<file path="src/rtl/fir_pkg.sv">
`timescale 1ns / 1ps

package fir_pkg;

    localparam int TAPS_DEFAULT = 32;
    localparam int SAMPLE_W     = 16;
    localparam int INDEX_W      = 5;
    localparam int PROD_W       = 2 * SAMPLE_W;
    localparam int ACC_W        = 37;

    localparam logic ACT_COEF   = 1'b0;
    localparam logic ACT_SAMPLE = 1'b1;

    typedef struct packed {
        logic                       action;
        logic [INDEX_W-1:0]         tap_index;
        logic signed [SAMPLE_W-1:0] tap_value;
        logic signed [SAMPLE_W-1:0] sample;
        logic                       last_sample;
    } in_t;

    typedef struct packed {
        logic signed [ACC_W-1:0] filtered;
        logic                    window_full;
        logic                    last_out;
    } out_t;

    typedef struct packed {
        logic shift;
        logic coef_we;
    } cell_ctrl_t;

    typedef struct packed {
        logic                    go;
        logic signed [ACC_W-1:0] acc;
    } sum_t;

    function automatic logic signed [ACC_W-1:0] sat_add(
        input logic signed [ACC_W-1:0]  a,
        input logic signed [PROD_W-1:0] p
    );
        logic signed [ACC_W:0] s;
        s = {a[ACC_W-1], a} + {{(ACC_W + 1 - PROD_W){p[PROD_W-1]}}, p};
        if (s[ACC_W] != s[ACC_W-1]) begin
            if (s[ACC_W]) begin
                return {1'b1, {(ACC_W - 1){1'b0}}};
            end else begin
                return {1'b0, {(ACC_W - 1){1'b1}}};
            end
        end
        return s[ACC_W-1:0];
    endfunction

endpackage

</file>
<file path="src/rtl/fir_cell.sv">
`timescale 1ns / 1ps

module fir_cell (
    input  logic                                aclk,
    input  logic                                aresetn,
    input  fir_pkg::cell_ctrl_t                 ctrl,
    input  logic signed [fir_pkg::SAMPLE_W-1:0] sample_in,
    input  logic signed [fir_pkg::SAMPLE_W-1:0] tap_in,
    output logic signed [fir_pkg::SAMPLE_W-1:0] sample_out,
    input  fir_pkg::sum_t                       sum_in,
    output fir_pkg::sum_t                       sum_out
);
    import fir_pkg::*;

    logic signed [SAMPLE_W-1:0] sample_reg, sample_next;
    logic signed [SAMPLE_W-1:0] coef_reg, coef_next;
    logic signed [PROD_W-1:0]   prod_reg, prod_next;
    sum_t                       sum_reg, sum_next;

    always_comb begin
        sample_next = ctrl.shift ? sample_in : sample_reg;
        coef_next   = ctrl.coef_we ? tap_in : coef_reg;
        prod_next   = prod_reg;
        if (ctrl.shift) begin
            // product of the window before the shift
            prod_next = sample_reg * coef_reg;
        end
        sum_next.go  = sum_in.go;
        sum_next.acc = sum_in.go ? sat_add(sum_in.acc, prod_reg) : sum_reg.acc;
    end

    always_ff @(posedge aclk) begin
        prod_reg     <= prod_next;
        sum_reg.acc  <= sum_next.acc;
        if (!aresetn) begin
            sample_reg <= '0;
            coef_reg   <= '0;
            sum_reg.go <= 1'b0;
        end else begin
            sample_reg <= sample_next;
            coef_reg   <= coef_next;
            sum_reg.go <= sum_next.go;
        end
    end

    assign sample_out = sample_reg;
    assign sum_out    = sum_reg;

endmodule

</file>
<file path="config.mk">
export PLATFORM = sky130hd
export DESIGN_NAME = fir_cell
export DESIGN_NICKNAME = d
export VERILOG_FILES = /design/src/rtl/fir_pkg.sv /design/src/rtl/fir_cell.sv
export SDC_FILE = /design/constraint.sdc
export NUM_CORES = 1
export LEC_CHECK = 0
export BUFFER_PORTS_ARGS = -buffer_cell sky130_fd_sc_hd__buf_2
export CAP_MARGIN = 40
export CELL_PAD_IN_SITES_DETAIL_PLACEMENT = 1
export CELL_PAD_IN_SITES_GLOBAL_PLACEMENT = 2
export CORE_ASPECT_RATIO = 2
export CORE_MARGIN = 5
export CORE_UTILIZATION = 36
export DETAILED_ROUTE_END_ITERATION = 12
export GPL_TIMING_DRIVEN = 0
export PLACE_DENSITY_LB_ADDON = 0.1
export SLEW_MARGIN = 20
export SYNTH_ARGS = -nofsm -noshare
export SYNTH_HDL_FRONTEND = slang
export SYNTH_SLANG_ARGS = --single-unit
</file>
<file path="constraint.sdc">
create_clock -name aclk -period 6.7 [get_ports aclk]
set_input_delay 1.005 -clock aclk [delete_from_list [all_inputs] [get_ports aclk]]
set_output_delay 1.005 -clock aclk [all_outputs]
set_load 0.01 [all_outputs]
</file>
==> impl_metrics.json <==
{
  "synth_area_per_cell_sq_um": 9.81,
  "first_iter_violations": 303,
  "ios": 128,
  "hold_path_class": "reg -> reg",
  "layout-drive-gt1-share_pct": 16.4,
  "drt_wl_total_microns": 48500,
  "setup_viol": 0,
  "cp-end-kind": "flop",
  "die-height_microns": 302,
  "initial_core_util_pct": 36.3,
  "ir_worst_vdd_mv": 0.127,
  "r2r_slack_ps": 140,
  "design_area_sq_mm": 0.0175,
  "num_vias": 11400,
  "antenna_found_initial": 1,
  "clockBufferDepth": 2,
  "power_density_mw_per_mm2": 214,
  "synth_area_sq_mm": 0.0154,
  "setup_slack_ps": 135,
  "grt_pass1_vias": 13200,
  "fin_util_pct": 41.2,
  "finalNetCount": 2169,
  "holdBufCountCts": 0,
  "worstSetupPathType": "reg -> reg",
  "reg2reg_depth": 20,
  "grt_overflow_total": 0,
  "ant_nets": 0,
  "cts.sinks": 102,
  "ys_warn_count": 0,
  "slowest_stage": "fa_1",
  "hold_viol_final": 0,
  "grt_max_degree": 39,
  "die_area_sq_mm": 0.0472,
  "grt_pass1_wl_microns": 74800,
  "startpoint": "sample_out[8]",
  "r2r-start": "sample_out[8]",
  "dr.pass1.iters": 4,
  "avgViaCountPerCell": 5.02,
  "cap_violations": 0,
  "grt.total_usage_pct": 21.2,
  "dp_hpwl_microns": 42800,
  "crit_fanout": 10,
  "place_area_sq_mm": 0.0167,
  "clk_latency_ps": 390,
  "cts_buffers": 9,
  "status": "completed",
  "h-tree-depth": 3,
  "syn_to_final_growth_pct": 13.7,
  "totalNegativeSetupSlack_ps": 0,
  "cp-endpoint": "prod_reg[31]",
  "critPathLaunchType": "flop",
  "max_stage_delay_ps": 570,
  "fmax_mhz": 152,
  "cts_tree": "yes",
  "finalCritPeriodShare_pct": 98.0,
  "fin_skew_ps": 12.2,
  "ys_seq_elements": 102,
  "leakagePower_nw": 8.42,
  "dieWidth_microns": 156,
  "r2r-end": "prod_reg[31]",
  "synthCells": 1569,
  "nFillCells": 4911,
  "cts_root_buf": "clkbuf_16",
  "dp_slack_ps": -1800,
  "synth_enable_flop_cells": 69,
  "synth_nets": 2025,
  "crit_chain": "clkbuf_4, nand2_1, fa_1, inv_1, fa_1, fa_1, fa_1, fa_1, inv_1, fa_1, inv_1, ha_4, nand4_1, or3_4, nand4bb_4, a21oi_4, o311ai_4, o311ai_2, a21oi_2, xnor2_2",
  "cpMostUsedCell": "fa_1",
  "ys.flop_type": "edfxtp_1",
  "route.detailed.drc": 0,
  "place.gp.congestion": 0.861,
  "worstPathArrival_ps": 6650,
  "worst_pin_slew_ps": 827,
  "yosysSeqAreaShare_pct": 17.8,
  "maxSlewViolCount": 0,
  "required_ps": 6790,
  "portBuffers": 126,
  "largest_reg_flops": 38,
  "coreArea_sq_mm": 0.0424,
  "period_needed_ps": 6560,
  "routedWlPerCell_microns": 21.4,
  "maxSlewHeadroom_pct": 44.9,
  "async_flop_share_pct": 0,
  "rows": 107,
  "synth_cell_types": 64,
  "path_clk_slew_ps": 80
}
repair_timing:
action | in CTS | in global routing
resized for setup | 113 | 39
setup buffers | 2 | 8
cloned | 0 | 0
pin swaps | 6 | 7
endpoints found under the setup margin | 15 | 7
routing by layer:
| metal | GRT usage, % | share of wire, % | up-vias |
|---|---|---|---|
| met2 | 44.9 | 62 | 201 |
| met5 | 0 | 0 | - |
| met3 | 1.89 | 2.2 | 83 |
| met4 | 10.1 | 5.3 | 0 |
| li1 | - | - | 5232 |
| met1 | 19.3 | 31 | 5852 |
kinds of logic after synthesis:
group                      synth area share [%]
muxes                                      2.23
buffers and inverters                      9.10
and+or+nand+nor                            13.4
xor gates and xnor gates                   3.81
DFF                                        17.8
adders and majority gates                  43.9
AOI/OAI and AO/OA                          9.84
critical path: cells and delay by family, from the launching register on:
family,cells,cell delay [ps]
flops,1,440
buf+inv,4,480
fa+ha+maj,7,3300
xor+xnor,1,180
simple gates,4,970
compound gates,4,880
synthesized netlist by cell type (6+ instances only):
library cell  count  area share [%]
a21oi_1          75             2.4
o211ai_1          9            0.44
o21bai_1         11            0.54
edfxtp_1         69              13
xor2_1           21             1.2
nand2_1         145             3.5
nand2b_1         12            0.49
ha_1            119             9.7
nor2_1           35            0.85
inv_1           300             7.3
buf_6             6            0.44
nand4_1           8            0.33
nor3_1            8            0.26
nand3_1          13            0.42
xnor2_1          46             2.6
a21oi_2          11            0.63
fa_1            263              34
o21ai_2          13            0.74
dfxtp_1          33             4.3
clkbuf_1         47             1.1
nor2b_1          33             1.3
o21ai_0          40             1.3
a21o_1           22             1.1
and2_1          129             5.2
a31oi_1           8            0.33
mux2i_1          32             2.1
placed cells by master, fill, tap and decap left out, types with 13 or more instances in the layout:
cell / synthesis / final
a21o_1: 22 / 22
a21oi_1: 75 / 72
a21oi_2: 11 / 13
and2_1: 129 / 129
buf_2: 4 / 131
buf_4: 0 / 14
clkbuf_1: 47 / 14
dfxtp_4: 0 / 16
edfxtp_1: 69 / 69
fa_1: 263 / 261
ha_1: 119 / 113
inv_1: 300 / 298
mux2i_1: 32 / 32
nand2_1: 145 / 145
nand3_1: 13 / 13
nor2_1: 35 / 35
nor2b_1: 33 / 33
o21ai_0: 40 / 40
o21ai_2: 13 / 13
xnor2_1: 46 / 44
xor2_1: 21 / 21
how the worst min path moves through the flow:
stage | from | endpoint | slack [ps] | cells after the start
floorplan | coef_reg[15] | coef_reg[15] | 530 | 2
global placement | coef_reg[15] | coef_reg[15] | 620 | 2
detailed placement | coef_reg[2] | coef_reg[2] | 630 | 2
CTS | coef_reg[1] | coef_reg[1] | 610 | 2
global route | coef_reg[3] | coef_reg[3] | 620 | 2
finish | coef_reg[3] | coef_reg[3] | 590 | 2
power breakdown:
part           internal (mW)  switching (mW)
clock network          0.262           0.278
logic                  0.885            1.30
registers              0.930          0.0865
per-stage QoR:
step           power [mW]  cells  hold WS (ps)
4_1_cts              3.79   2254           612
3_3_place_gp         3.16   2240           617
5_1_grt              4.05   2264           616
6_report             3.75   2264           591
2_1_floorplan        2.47   1569           534
3_5_place_dp         3.20   2240           633
final cells by class:
type / instances / area [sq um] / share of cell area [%]
multi-input cells: 1108 / 11400 / 65.2
flip-flops and latches: 102 / 2810 / 16.0
inverters: 300 / 1130 / 6.46
repair buffers: 138 / 746 / 4.26
well taps: 545 / 682 / 3.90
plain buffers: 54 / 438 / 2.50
clock buffers: 9 / 225 / 1.29
clock inverters: 7 / 63.8 / 0.365
diodes: 1 / 2.50 / 0.0143
(Power assumes the default switching activity.)
